--- config.mk ---
export PLATFORM = sky130hd
export DESIGN_NAME = timed_cooling_schedule_controller
export DESIGN_NICKNAME = d
export VERILOG_FILES = /design/src/rtl/core/tcsc_pkg.sv /design/src/rtl/core/tcsc_time.sv /design/src/rtl/core/tcsc_core.sv /design/src/rtl/core/timed_cooling_schedule_controller.sv
export VERILOG_INCLUDE_DIRS = /design/src /design/src/rtl/core
export SDC_FILE = /design/constraint.sdc
export NUM_CORES = 1
export LEC_CHECK = 0
export BUFFER_PORTS_ARGS = -buffer_cell sky130_fd_sc_hd__clkbuf_2
export CORE_MARGIN = 2
export CORE_UTILIZATION = 45
export CTS_CLUSTER_DIAMETER = 50
export DETAILED_ROUTE_END_ITERATION = 8
export PLACE_DENSITY_LB_ADDON = 0.1
export SLEW_MARGIN = 20
export SYNTH_ARGS = -nofsm -noshare
export SYNTH_HDL_FRONTEND = slang
export SYNTH_HIERARCHICAL = 1
export SYNTH_SLANG_ARGS = --single-unit
--- constraint.sdc ---
create_clock -name i_clk -period 12.1 [get_ports i_clk]
set_input_delay 0 -clock i_clk [delete_from_list [all_inputs] [get_ports i_clk]]
set_output_delay 0 -clock i_clk [all_outputs]
set_load 0.02 [all_outputs]
--- src/rtl/core/timed_cooling_schedule_controller_macros.svh ---
// Assertion macros for the cooling schedule controller.
// Every macro samples at the rising edge of i_clk and is disabled while i_rst_n is low.
`ifndef TIMED_COOLING_SCHEDULE_CONTROLLER_MACROS_SVH
`define TIMED_COOLING_SCHEDULE_CONTROLLER_MACROS_SVH

`ifndef ASSERT_OFF
// The consequent must hold in the same cycle as the antecedent.
`define TCSC_ASSERT_SAME(label, ante, cons) \
    label: assert property (@(posedge i_clk) disable iff (!i_rst_n) (ante) |-> (cons)) \
        else $error("assertion failed");
// The consequent must hold in the cycle after the antecedent.
`define TCSC_ASSERT_NEXT(label, ante, cons) \
    label: assert property (@(posedge i_clk) disable iff (!i_rst_n) (ante) |=> (cons)) \
        else $error("assertion failed");
`else
`define TCSC_ASSERT_SAME(label, ante, cons)
`define TCSC_ASSERT_NEXT(label, ante, cons)
`endif

`endif

--- src/rtl/core/tcsc_pkg.sv ---
`timescale 1ns / 1ps
package tcsc_pkg;

    localparam int unsigned TIME_W = 17;
    localparam int unsigned HEAT_W = 12;
    localparam int unsigned HOUR_W = 5;
    localparam int unsigned MIN_W  = 6;
    localparam int unsigned SEC_W  = 6;
    localparam int unsigned IDX_W  = 3;
    localparam int unsigned FAN_W  = 3;

    localparam logic [TIME_W-1:0] SEC_PER_HOUR = TIME_W'(3600);
    localparam logic [TIME_W-1:0] SEC_PER_MIN  = TIME_W'(60);
    localparam logic [HOUR_W-1:0] HOUR_MIDNIGHT = HOUR_W'(24);
    localparam logic [HOUR_W-1:0] HOUR_NOON_END = HOUR_W'(11);
    localparam logic [HOUR_W-1:0] HOUR_EVE_END  = HOUR_W'(20);

    localparam logic [TIME_W-1:0]        MAX_RUN_RST      = TIME_W'(10800);
    localparam logic [TIME_W-1:0]        RESTART_HOLD_RST = TIME_W'(7200);
    localparam logic [TIME_W-1:0]        ADJUST_HOLD_RST  = TIME_W'(1200);
    localparam logic signed [HEAT_W-1:0] HOT_THR_RST      = HEAT_W'(560);
    localparam logic signed [HEAT_W-1:0] COLD_THR_RST     = HEAT_W'(416);

    localparam logic [FAN_W-1:0] FAN_NONE = FAN_W'(0);
    localparam logic [FAN_W-1:0] FAN_LOW  = FAN_W'(2);
    localparam logic [FAN_W-1:0] FAN_MID  = FAN_W'(3);
    localparam logic [FAN_W-1:0] FAN_HIGH = FAN_W'(4);

    typedef enum logic [1:0] {
        CMD_NONE = 2'd0,
        CMD_ON   = 2'd1,
        CMD_OFF  = 2'd2
    } t_cmd;

    typedef enum logic [1:0] {
        MODE_FAN  = 2'd0,
        MODE_COOL = 2'd1,
        MODE_DRY  = 2'd2
    } t_mode;

    typedef enum logic [IDX_W-1:0] {
        REG_MAX_RUN      = 3'd0,
        REG_RESTART_HOLD = 3'd1,
        REG_ADJUST_HOLD  = 3'd2,
        REG_HOT_THR      = 3'd3,
        REG_COLD_THR     = 3'd4
    } t_reg_idx;

    typedef struct packed {
        logic [TIME_W-1:0]        max_run;
        logic [TIME_W-1:0]        restart_hold;
        logic [TIME_W-1:0]        adjust_hold;
        logic signed [HEAT_W-1:0] hot_thr;
        logic signed [HEAT_W-1:0] cold_thr;
    } t_cfg;

    typedef struct packed {
        logic [TIME_W-1:0]        now;
        logic                     afternoon;
        logic                     evening;
        logic                     morning;
        logic signed [HEAT_W-1:0] heat;
    } t_tick;

    // True when now - stamp, taken as signed, exceeds the hold.
    function automatic logic hold_over(input logic [TIME_W-1:0] now,
                                       input logic [TIME_W-1:0] stamp,
                                       input logic [TIME_W-1:0] hold);
        logic signed [TIME_W+1:0] diff;
        diff = $signed({2'b00, now}) - $signed({2'b00, stamp});
        return diff > $signed({2'b00, hold});
    endfunction

endpackage

--- src/rtl/core/tcsc_time.sv ---
`timescale 1ns / 1ps
module tcsc_time import tcsc_pkg::*; (
    input  logic                     i_clk,
    input  logic                     i_rst_n,
    input  logic                     i_valid,
    output logic                     o_ready,
    input  logic [HOUR_W-1:0]        i_hour,
    input  logic [MIN_W-1:0]         i_minute,
    input  logic [SEC_W-1:0]         i_second,
    input  logic signed [HEAT_W-1:0] i_heat_index,
    input  logic                     i_take,
    output logic                     o_tick_valid,
    output t_tick                    o_tick
);

    logic              r_valid;
    t_tick             r_tick;
    t_tick             n_tick;
    logic [HOUR_W-1:0] hour_eff;

    assign o_ready = !r_valid || i_take;

    // Midnight counts as hour 24.
    always_comb begin
        hour_eff = (i_hour == '0) ? HOUR_MIDNIGHT : i_hour;
        n_tick.now = TIME_W'(hour_eff) * SEC_PER_HOUR
                   + TIME_W'(i_minute) * SEC_PER_MIN
                   + TIME_W'(i_second);
        n_tick.afternoon = (hour_eff > HOUR_NOON_END) && (hour_eff <= HOUR_EVE_END);
        n_tick.evening   = hour_eff > HOUR_EVE_END;
        n_tick.morning   = hour_eff <= HOUR_NOON_END;
        n_tick.heat      = i_heat_index;
    end

    always_ff @(posedge i_clk) begin
        if (!i_rst_n) begin
            r_valid <= 1'b0;
        end else if (o_ready) begin
            r_valid <= i_valid;
        end
    end

    always_ff @(posedge i_clk) begin
        if (i_valid && o_ready) begin
            r_tick <= n_tick;
        end
    end

    assign o_tick_valid = r_valid;
    assign o_tick       = r_tick;

endmodule

--- src/rtl/core/tcsc_core.sv ---
`timescale 1ns / 1ps
module tcsc_core import tcsc_pkg::*; (
    input  logic             i_clk,
    input  logic             i_rst_n,
    input  t_cfg             i_cfg,
    input  logic             i_tick_valid,
    input  t_tick            i_tick,
    output logic             o_take,
    output logic             o_valid,
    input  logic             i_ready,
    output t_cmd             o_command_kind,
    output t_mode            o_ac_mode,
    output logic [FAN_W-1:0] o_fan_level,
    output logic             o_ac_is_on
);

    logic              r_ac_on, n_ac_on;
    logic              r_lock, n_lock;
    logic [TIME_W-1:0] r_on_stamp, n_on_stamp;
    logic [TIME_W-1:0] r_off_stamp, n_off_stamp;
    logic [TIME_W-1:0] r_adj_stamp, n_adj_stamp;
    logic              r_out_valid;
    t_cmd              r_cmd, n_cmd;
    t_mode             r_mode, n_mode;
    logic [FAN_W-1:0]  r_fan, n_fan;
    logic              lock_cur;

    assign o_take = i_tick_valid && (!r_out_valid || i_ready);

    always_comb begin
        lock_cur = r_lock && !hold_over(i_tick.now, r_off_stamp, i_cfg.restart_hold);
        n_ac_on     = r_ac_on;
        n_lock      = lock_cur;
        n_on_stamp  = r_on_stamp;
        n_off_stamp = r_off_stamp;
        n_adj_stamp = r_adj_stamp;
        n_cmd       = CMD_NONE;
        n_mode      = MODE_FAN;
        n_fan       = FAN_NONE;
        priority if (!r_ac_on && !lock_cur && i_tick.afternoon
                     && (i_tick.heat > i_cfg.hot_thr)) begin
            n_cmd      = CMD_ON;
            n_mode     = MODE_COOL;
            n_fan      = FAN_HIGH;
            n_ac_on    = 1'b1;
            n_on_stamp = i_tick.now;
        end else if (i_tick.evening && !r_ac_on) begin
            n_cmd   = CMD_ON;
            n_mode  = MODE_COOL;
            n_fan   = FAN_LOW;
            n_ac_on = 1'b1;
        end else if (i_tick.evening && r_ac_on && (i_tick.heat < i_cfg.cold_thr)
                     && hold_over(i_tick.now, r_adj_stamp, i_cfg.adjust_hold)) begin
            n_cmd       = CMD_ON;
            n_mode      = MODE_DRY;
            n_fan       = FAN_MID;
            n_adj_stamp = i_tick.now;
        end else if (r_ac_on && i_tick.afternoon
                     && hold_over(i_tick.now, r_on_stamp, i_cfg.max_run)) begin
            n_cmd       = CMD_OFF;
            n_ac_on     = 1'b0;
            n_off_stamp = i_tick.now;
            n_lock      = 1'b1;
        end else if (r_ac_on && i_tick.morning) begin
            n_cmd       = CMD_OFF;
            n_ac_on     = 1'b0;
            n_lock      = 1'b1;
            n_on_stamp  = '0;
            n_off_stamp = '0;
            n_adj_stamp = '0;
        end else begin
            n_cmd = CMD_NONE;
        end
    end

    always_ff @(posedge i_clk) begin
        if (!i_rst_n) begin
            r_ac_on     <= 1'b0;
            r_lock      <= 1'b0;
            r_on_stamp  <= '0;
            r_off_stamp <= '0;
            r_adj_stamp <= '0;
            r_out_valid <= 1'b0;
        end else begin
            if (o_take) begin
                r_ac_on     <= n_ac_on;
                r_lock      <= n_lock;
                r_on_stamp  <= n_on_stamp;
                r_off_stamp <= n_off_stamp;
                r_adj_stamp <= n_adj_stamp;
                r_out_valid <= 1'b1;
            end else if (i_ready) begin
                r_out_valid <= 1'b0;
            end
        end
    end

    always_ff @(posedge i_clk) begin
        if (o_take) begin
            r_cmd  <= n_cmd;
            r_mode <= n_mode;
            r_fan  <= n_fan;
        end
    end

    assign o_valid        = r_out_valid;
    assign o_command_kind = r_cmd;
    assign o_ac_mode      = r_mode;
    assign o_fan_level    = r_fan;
    // On-state is only looked at with o_valid; it always matches the last word.
    assign o_ac_is_on     = r_ac_on;

endmodule

--- src/rtl/core/timed_cooling_schedule_controller.sv ---
`timescale 1ns / 1ps
// Channel   Direction  Handshake           Word
// -------   ---------  ------------------  -----------------------------------------
// tick      in         i_valid / o_ready   i_hour, i_minute, i_second, i_heat_index
// command   out        o_valid / i_ready   o_command_kind, o_ac_mode, o_fan_level,
//                                          o_ac_is_on
// config    in         i_cfg_we            i_cfg_index, i_cfg_data
//
// One tick per clock while the output is not stalled. A tick taken sits in the time
// stage register; the decision stage runs the priority chain on it and, when it takes
// the tick, loads the command word and the on-state, lockout and stamps, raising o_valid.
// Reset is synchronous, active low: state clears, config registers load defaults.
// A stalled output holds its word; the time stage keeps accepting until it is full.
`include "timed_cooling_schedule_controller_macros.svh"
module timed_cooling_schedule_controller import tcsc_pkg::*; (
    input  logic                     i_clk,
    input  logic                     i_rst_n,
    // tick input
    input  logic                     i_valid,
    output logic                     o_ready,
    input  logic [HOUR_W-1:0]        i_hour,
    input  logic [MIN_W-1:0]         i_minute,
    input  logic [SEC_W-1:0]         i_second,
    input  logic signed [HEAT_W-1:0] i_heat_index,
    // command output
    output logic                     o_valid,
    input  logic                     i_ready,
    output logic [1:0]               o_command_kind,
    output logic [1:0]               o_ac_mode,
    output logic [FAN_W-1:0]         o_fan_level,
    output logic                     o_ac_is_on,
    // register writes
    input  logic                     i_cfg_we,
    input  logic [IDX_W-1:0]         i_cfg_index,
    input  logic [TIME_W-1:0]        i_cfg_data
);

    t_cfg  r_cfg;
    logic  tick_valid;
    t_tick tick;
    logic  take;
    t_cmd  cmd;
    t_mode mode;

    // Configuration registers: to be written only while idle, so no shadowing; the block itself does not enforce this.
    always_ff @(posedge i_clk) begin
        if (!i_rst_n) begin
            r_cfg.max_run      <= MAX_RUN_RST;
            r_cfg.restart_hold <= RESTART_HOLD_RST;
            r_cfg.adjust_hold  <= ADJUST_HOLD_RST;
            r_cfg.hot_thr      <= HOT_THR_RST;
            r_cfg.cold_thr     <= COLD_THR_RST;
        end else if (i_cfg_we) begin
            unique case (t_reg_idx'(i_cfg_index))
                REG_MAX_RUN:      r_cfg.max_run      <= i_cfg_data;
                REG_RESTART_HOLD: r_cfg.restart_hold <= i_cfg_data;
                REG_ADJUST_HOLD:  r_cfg.adjust_hold  <= i_cfg_data;
                REG_HOT_THR:      r_cfg.hot_thr      <= $signed(i_cfg_data[HEAT_W-1:0]);
                REG_COLD_THR:     r_cfg.cold_thr     <= $signed(i_cfg_data[HEAT_W-1:0]);
                default:          ; // drop writes to unused indexes
            endcase
        end
    end

    // Stage one: seconds of day and time-of-day bands.
    tcsc_time u_time (
        .i_clk        (i_clk),
        .i_rst_n      (i_rst_n),
        .i_valid      (i_valid),
        .o_ready      (o_ready),
        .i_hour       (i_hour),
        .i_minute     (i_minute),
        .i_second     (i_second),
        .i_heat_index (i_heat_index),
        .i_take       (take),
        .o_tick_valid (tick_valid),
        .o_tick       (tick)
    );

    // Stage two: priority chain, schedule state and the output register.
    tcsc_core u_core (
        .i_clk          (i_clk),
        .i_rst_n        (i_rst_n),
        .i_cfg          (r_cfg),
        .i_tick_valid   (tick_valid),
        .i_tick         (tick),
        .o_take         (take),
        .o_valid        (o_valid),
        .i_ready        (i_ready),
        .o_command_kind (cmd),
        .o_ac_mode      (mode),
        .o_fan_level    (o_fan_level),
        .o_ac_is_on     (o_ac_is_on)
    );

    assign o_command_kind = cmd;
    assign o_ac_mode      = mode;

    // Mode and fan are only nonzero on an on command.
    `TCSC_ASSERT_SAME(a_idle_fields, o_valid && (o_command_kind != CMD_ON), (o_ac_mode == MODE_FAN) && (o_fan_level == FAN_NONE))
    // An off command leaves the cooler off; an on command leaves it on.
    `TCSC_ASSERT_SAME(a_off_state, o_valid && (o_command_kind == CMD_OFF), !o_ac_is_on)
    `TCSC_ASSERT_SAME(a_on_state, o_valid && (o_command_kind == CMD_ON), o_ac_is_on)
    // Back pressure only reaches the input when the time stage holds a tick.
    `TCSC_ASSERT_SAME(a_ready_full, !o_ready, tick_valid && o_valid && !i_ready)
    // A taken tick always shows up as a valid word next cycle.
    `TCSC_ASSERT_NEXT(a_take_out, take, o_valid)

endmodule
# [After elaboration in Yosys (flattened, before gate mapping)]
# Cells that the tools add are included.
[classes] magnitude_cmp=9 n_mul=2 muxes=25 addsub=5 n_bitwise=3 n_reduce_logical=39 n_eq_ne=9
[ops] op="17-bit two-way mux" count=7
[ops] op="19-bit by 18-bit > comparator with 1-bit output" count=3
[ops] op="17-bit by 17-bit subtractor with 18-bit output" count=3
[ops] op="17-bit by 12-bit adder with 17-bit output" count=1
[ops] op="17-bit by 6-bit adder with 17-bit output" count=1
[ops] op="5-bit AND reduction" count=3
[ops] op="1-bit logical AND" count=14
[ops] op="5-bit by 8-bit multiplier with 13-bit output, second input constant" count=1
[ops] op="12-bit > comparator" count=1
[ops] op="12-bit less-than comparator" count=1
[ops] op="1-bit two-way mux" count=12
[ops] op="6-bit by 4-bit multiplier with 10-bit output, second input constant" count=1
[ops] op="2-bit AND reduction" count=5
[ops] op="2-bit two-way mux" count=4
[ops] op="2-bit by 1-bit inequality test with 1-bit output, second input constant" count=4
[ops] op="2-bit nonzero test" count=4
[ops] op="3-bit by 2-bit == test with 1-bit output, second input constant" count=2
[ops] op="5-bit by 4-bit > comparator with 1-bit output, second input constant" count=1
[ops] op="5-bit > comparator, second input constant" count=1
[ops] op="5-bit by 4-bit <= comparator with 1-bit output, second input constant" count=1
[ops] op="5-bit <= comparator, second input constant" count=1
[ops] op="1-bit zero test" count=5
[ops] op="5-bit zero test" count=1
[ops] op="5-bit two-way mux" count=1
[ops] op="other kinds (11)" count=14
[word_totals] register_bits=169 out_inout_bits=10 word_cells=113

# [Longest topological paths before layout]
[logic_depth] word_depth=10 mapped_depth=21 depth_no_buf=20

# [Modules after synthesis]
# Netlist, hierarchy kept.
[by_module_without_submodules] module="tcsc_core" instances=1 cells_each=806 area_per_inst_um2=6546.3
[by_module_without_submodules] module="timed_cooling_schedule_controller" instances=1 cells_each=275 area_per_inst_um2=2856.5
[by_module_without_submodules] module="tcsc_time" instances=1 cells_each=234 area_per_inst_um2=2677.6

# [Worst setup path after synthesis]
# No wires, ideal clock.
[synth_path] kind="register to register" start="register u_time.r_tick, in the netlist u_time/o_tick[15]" end="register u_core.r_adj_stamp[10]" path_stages_with_launch=21 period_less_slack_ps=4490 slack_ps=7610 t_required_ps=11983 arrival_ps=4374 setup_time_ps=117 cell_sequence="edfxtp_1 -> inv_1 -> ha_1 -> fa_1 -> nor2b_1 -> o21ai_0 -> a21boi_0 -> o41ai_1 -> o211ai_1 -> a31o_2 -> a21oi_1 -> xnor2_1 -> ha_1 -> a2111oi_2 -> o21ai_1 -> a2111oi_0 -> a311oi_4 -> and3_1 -> clkbuf_2 -> buf_2 -> a22o_1"
[synth_between] elab_chain_cells=10 word_cells_on_any_way=19 classes_between="add/sub: 3; order compare: 3; eq/ne: 1; mux: 1; bitwise: 1; reduce/logical: 10"
[synth_lines] element="start: declaration" line_no="tcsc_time.sv:17" rtl="t_tick r_tick;"
[synth_lines] element="start signal: assignment" line_no="tcsc_time.sv:45" rtl="r_tick <= n_tick;"
[synth_lines] element="17-bit by 17-bit subtractor with 18-bit output" line_no="tcsc_pkg.sv:70" rtl="diff = $signed({2'b00, now}) - $signed({2'b00, stamp});"
[synth_lines] element="19-bit by 18-bit > comparator with 1-bit output" line_no="tcsc_pkg.sv:71" rtl="return diff > $signed({2'b00, hold});"
[synth_lines] element="1-bit zero test" line_no="tcsc_core.sv:31" rtl="lock_cur = r_lock && !hold_over(i_tick.now, r_off_stamp, i_cfg.restart_hold);"
[synth_lines] element="1-bit logical AND" line_no="tcsc_core.sv:31"
[synth_lines] element="1-bit zero test" line_no="tcsc_core.sv:40" rtl="priority if (!r_ac_on && !lock_cur && i_tick.afternoon"
[synth_lines] element="1-bit logical AND (2 in a row)" line_no="tcsc_core.sv:40"
[synth_lines] element="1-bit logical AND" line_no="tcsc_core.sv:41" rtl="&& (i_tick.heat > i_cfg.hot_thr)) begin"
[synth_lines] element="1-bit inverter (no line)"
[synth_lines] element="5-bit AND reduction (no line)"
[synth_lines] element="end signal: assignment" line_no="tcsc_core.sv:90" rtl="r_adj_stamp <= n_adj_stamp;"
[synth_lines] element="end: declaration" line_no="tcsc_core.sv:21" rtl="logic [TIME_W-1:0] r_adj_stamp, n_adj_stamp;"
# Several ways; a longest one is shown, not always the timed one.
# A chain may end at the register's enable or synchronous reset.

# [Worst setup path in the final report]
[layout_path] start="register u_time.r_tick, in the netlist u_time/o_tick[16]" end="register u_core.r_on_stamp[0]"
[layout_between] elab_chain_cells=10 word_cells_on_any_way=20 classes_between="add/sub: 3; order compare: 3; eq/ne: 3; mux: 1; reduce/logical: 10"
[layout_lines] element="17-bit by 17-bit subtractor with 18-bit output" line_no="tcsc_pkg.sv:70"
[layout_lines] element="19-bit by 18-bit > comparator with 1-bit output" line_no="tcsc_pkg.sv:71"
[layout_lines] element="1-bit zero test" line_no="tcsc_core.sv:31"
[layout_lines] element="1-bit logical AND" line_no="tcsc_core.sv:31"
[layout_lines] element="1-bit zero test" line_no="tcsc_core.sv:40"
[layout_lines] element="1-bit logical AND (2 in a row)" line_no="tcsc_core.sv:40"
[layout_lines] element="1-bit logical AND" line_no="tcsc_core.sv:41"
[layout_lines] element="2-bit by 1-bit inequality test with 1-bit output (no line) / 2-bit nonzero test (equally long branches)"
[layout_lines] element="5-bit AND reduction (no line)"
[layout_lines] element="end signal: assignment" line_no="tcsc_core.sv:88" rtl="r_on_stamp <= n_on_stamp;"
[layout_lines] element="end: declaration" line_no="tcsc_core.sv:19" rtl="logic [TIME_W-1:0] r_on_stamp, n_on_stamp;"
# Several ways; a longest one is shown, not always the timed one.

==> run summary <==
CP cell instances -> inv_1 > fa_1 > nor2b_1 > o21ai_0 > a21boi_0 > o41ai_1 > o211ai_1 > a31o_2 > a21oi_1 > xnor2_1 > ha_1 > a2111oi_2 > o21ai_1 > a2111oi_0 > a311oi_4 > o22ai_2 > a211oi_1
WL final -> 31.6 mm
Final period utilization -> 0.449
Async S/R FF share, synth -> 0
Fmax -> 184 MHz
Area Growth Syn to Fin -> 12.5%
Std-Cell Rows -> 59
Avg Inst Size Synth -> 9.19 µm²
Ports -> 64
Height of the die -> 168 µm
Synthesis Warnings -> 6
Post-route setup slack -> 6.67 ns
Vias -> 9517
Vias per inst -> 5.46
Commonest cells post-synth -> ha_1 (173), inv_1 (169), dfxtp_1 (130), nand2_1 (118), mux2i_1 (76)
Maximum clock insertion buffer count -> 2
Post-synthesis net count -> 1558
Synth Register Bits -> 168
Cts hold-fix bufs -> 27
Max-cap viol count -> 0
Post-synth top area share -> 0.215
Pwr Density -> 193 nW/µm²
Pleak -> 5.87 nW
N_diodes -> 0
Clk_lat worst skew -> 0.43 ns
GRT Util Overall -> 0.230
Synth cell types -> 86
Initial antenna violation count -> 0
Post-Syn Area -> 12100 µm²
Slew margin rel. -> 0.323
Hold crit path type -> in2reg
CP Launch Type -> flop
Reg clk slew, reported paths -> 0.07 ns
Pre-Repair DR Iteration Count -> 5
Min Tclk post-route -> 5.43 ns
Die Area -> 28200 µm²
Cells after DPL -> 1682
Crit path max-delay cell type -> o22ai_2
Layout cells sized above 1 -> 0.0967
Post-synth EDFFs -> 38
Detailed placer's ending HPWL -> 24.3 mm
Num CTS Buffers -> 17
Grt ovf -> 0
Met1 Track Usage GR -> 0.313
# clock sinks -> 168
Grt met2 use -> 0.375
Worst setup path class -> reg2reg
Root Driver -> clkbuf_16
Post-CTS Resized -> 0
Postcts setup bufs -> 0
First-pass GRT wire length -> 50.4 mm
Synth Flop Type -> dfxtp_1
Register area share after synthesis -> 0.310
RSZ-0062 raised after global routing -> false
CP Capture Type -> flop
Peak VDD IR -> 0.0949 mV
Average wire per standard cell -> 18.2 µm
Crit path DAT -> 5.71 ns
Core box area -> 26200 µm²
Nets -> 1637
CTS tree -> built
Synth area leaders -> dfxtp_1 (22%), ha_1 (18%), edfxtp_1 (9.4%)
R2R cell count -> 17
Iteration-0 DRC Markers -> 526
Most Crowded Layer GR -> met2
Crit Path Max Fanout -> 17
Setup TNS -> 0 ns
Hold Path Cell Cnt -> 3
Initial Utilization -> 0.461
Post-Route Utilization -> 0.518
Vias in the first global route -> 9321
Clk_skew -> 0.0175 ns
Largest net degree at the start of global routing -> 67
Slew Viols, Final -> 0
Drc violations -> 0
CP Data Required Time -> 12.37 ns
Worst-margin pin slew -> 1.01 ns
H-tree levels -> 4
I/O Buffers -> 63
Count leader, synth -> ha_1
Die W -> 168 µm
DRT antenna net count -> 0
Post-placement setup slack -> 6.77 ns
Largest stage delay, worst path -> 0.76 ns
Final Total Pwr -> 0.00262 W
Largest area contributor in the netlist -> dfxtp_1
Final Hold Viols -> 0
# setup viols final -> 0
GRT met3 Usage -> 0.0418
Status -> completed
Final GP Congestion -> 0.866
Gate Count Post-Synth -> 1315
Fin cells -> 1742
power by group:
group / switching [W] / internal [W] / total, W
Clock: 0.000252 / 0.000331 / 0.000583
Sequential: 0.0000728 / 0.000633 / 0.000706
Combinational: 0.000748 / 0.000581 / 0.00133
per-stage QoR:
step	area [µm²]	hold slack (ns)
6_report	13600	0.00932
3_5_place_dp	12700	0.180
3_3_place_gp	12700	0.176
5_1_grt	13600	0.0146
2_1_floorplan	12100	0.0989
4_1_cts	13600	0.0120
layer usage:
layer	wire, µm	part of all wire
met1	15200	0.48
met2	14600	0.46
met3	1220	0.039
met4	682	0.022
met5	0	0
cell type report:
cell class	count	area (µm²)
Tap cell	335	419
Fill cell	2443	12600
Multi-Input combinational cell	939	7520
Clock buffer	18	429
Timing Repair Buffer	99	658
Clock inverter	14	185
Inverter	169	634
Sequential cell	168	3740
state kept, by name, indices dropped and copies added (netlist names):
register,flops
r_cfg,75
u_time/o_tick,32
u_core/r_adj_stamp,17
u_core/r_off_stamp,17
u_core/r_on_stamp,17
u_core/o_ac_mode,2
u_core/o_command_kind,2
u_core/o_fan_level,2
u_core/o_ac_is_on,1
u_core/o_valid,1
u_core/r_lock,1
u_time/o_tick_valid,1
cells in the final DEF, fill, tap and decap left out, types with 11 or more instances in the layout:
cell,synthesis,final
a22o_1,17,17
nand4_1,11,11
fa_1,16,16
o21ai_0,33,33
edfxtp_1,38,38
dfxtp_1,130,130
nor2b_1,45,45
ha_1,173,173
o31ai_1,19,19
mux2i_1,76,76
nor3_1,25,25
a21o_1,20,20
o21a_1,13,13
inv_1,169,169
o21ai_1,11,11
xnor2_1,50,50
clkbuf_16,0,17
nor2_1,46,46
a21oi_1,69,69
a32o_1,18,18
clkbuf_2,1,62
nand2_1,118,118
nand3_1,17,17
dlygate4sd3_1,1,28
a31oi_1,20,20
worst max-delay path, delay by kind of cell, from the launching register on:
family / cells / cell delay (ns)
buffers and inverters: 1 / 0.24
xor gates and xnor gates: 1 / 0.09
DFF: 1 / 0.53
AOI/OAI and AO/OA: 12 / 3.86
adders and majority gates: 2 / 0.46
and+or+nand+nor: 1 / 0.06
logic make-up after synthesis:
| group | count (synthesis) | synth area share |
|---|---|---|
| XOR/XNOR | 60 | 0.0441 |
| AND/OR/NAND/NOR | 321 | 0.135 |
| buffers and inverters | 208 | 0.0697 |
| flip-flops | 168 | 0.310 |
| adder cells (fa/ha/maj) | 189 | 0.206 |
| multiplexers | 76 | 0.0630 |
| AO/OA/AOI/OAI | 293 | 0.172 |
worst paths after layout:
kind                                   startpoint                    to  slack, ns
worst max-delay path            u_time/o_tick[16]  u_core/r_on_stamp[0]       6.67
worst min-delay path               i_cfg_index[0]             r_cfg[62]      0.009
worst max register to register  u_time/o_tick[16]  u_core/r_on_stamp[0]       6.67
worst min register to register           r_cfg[0]              r_cfg[0]       0.46
Note: power is estimated with default switching activity, not from simulation.
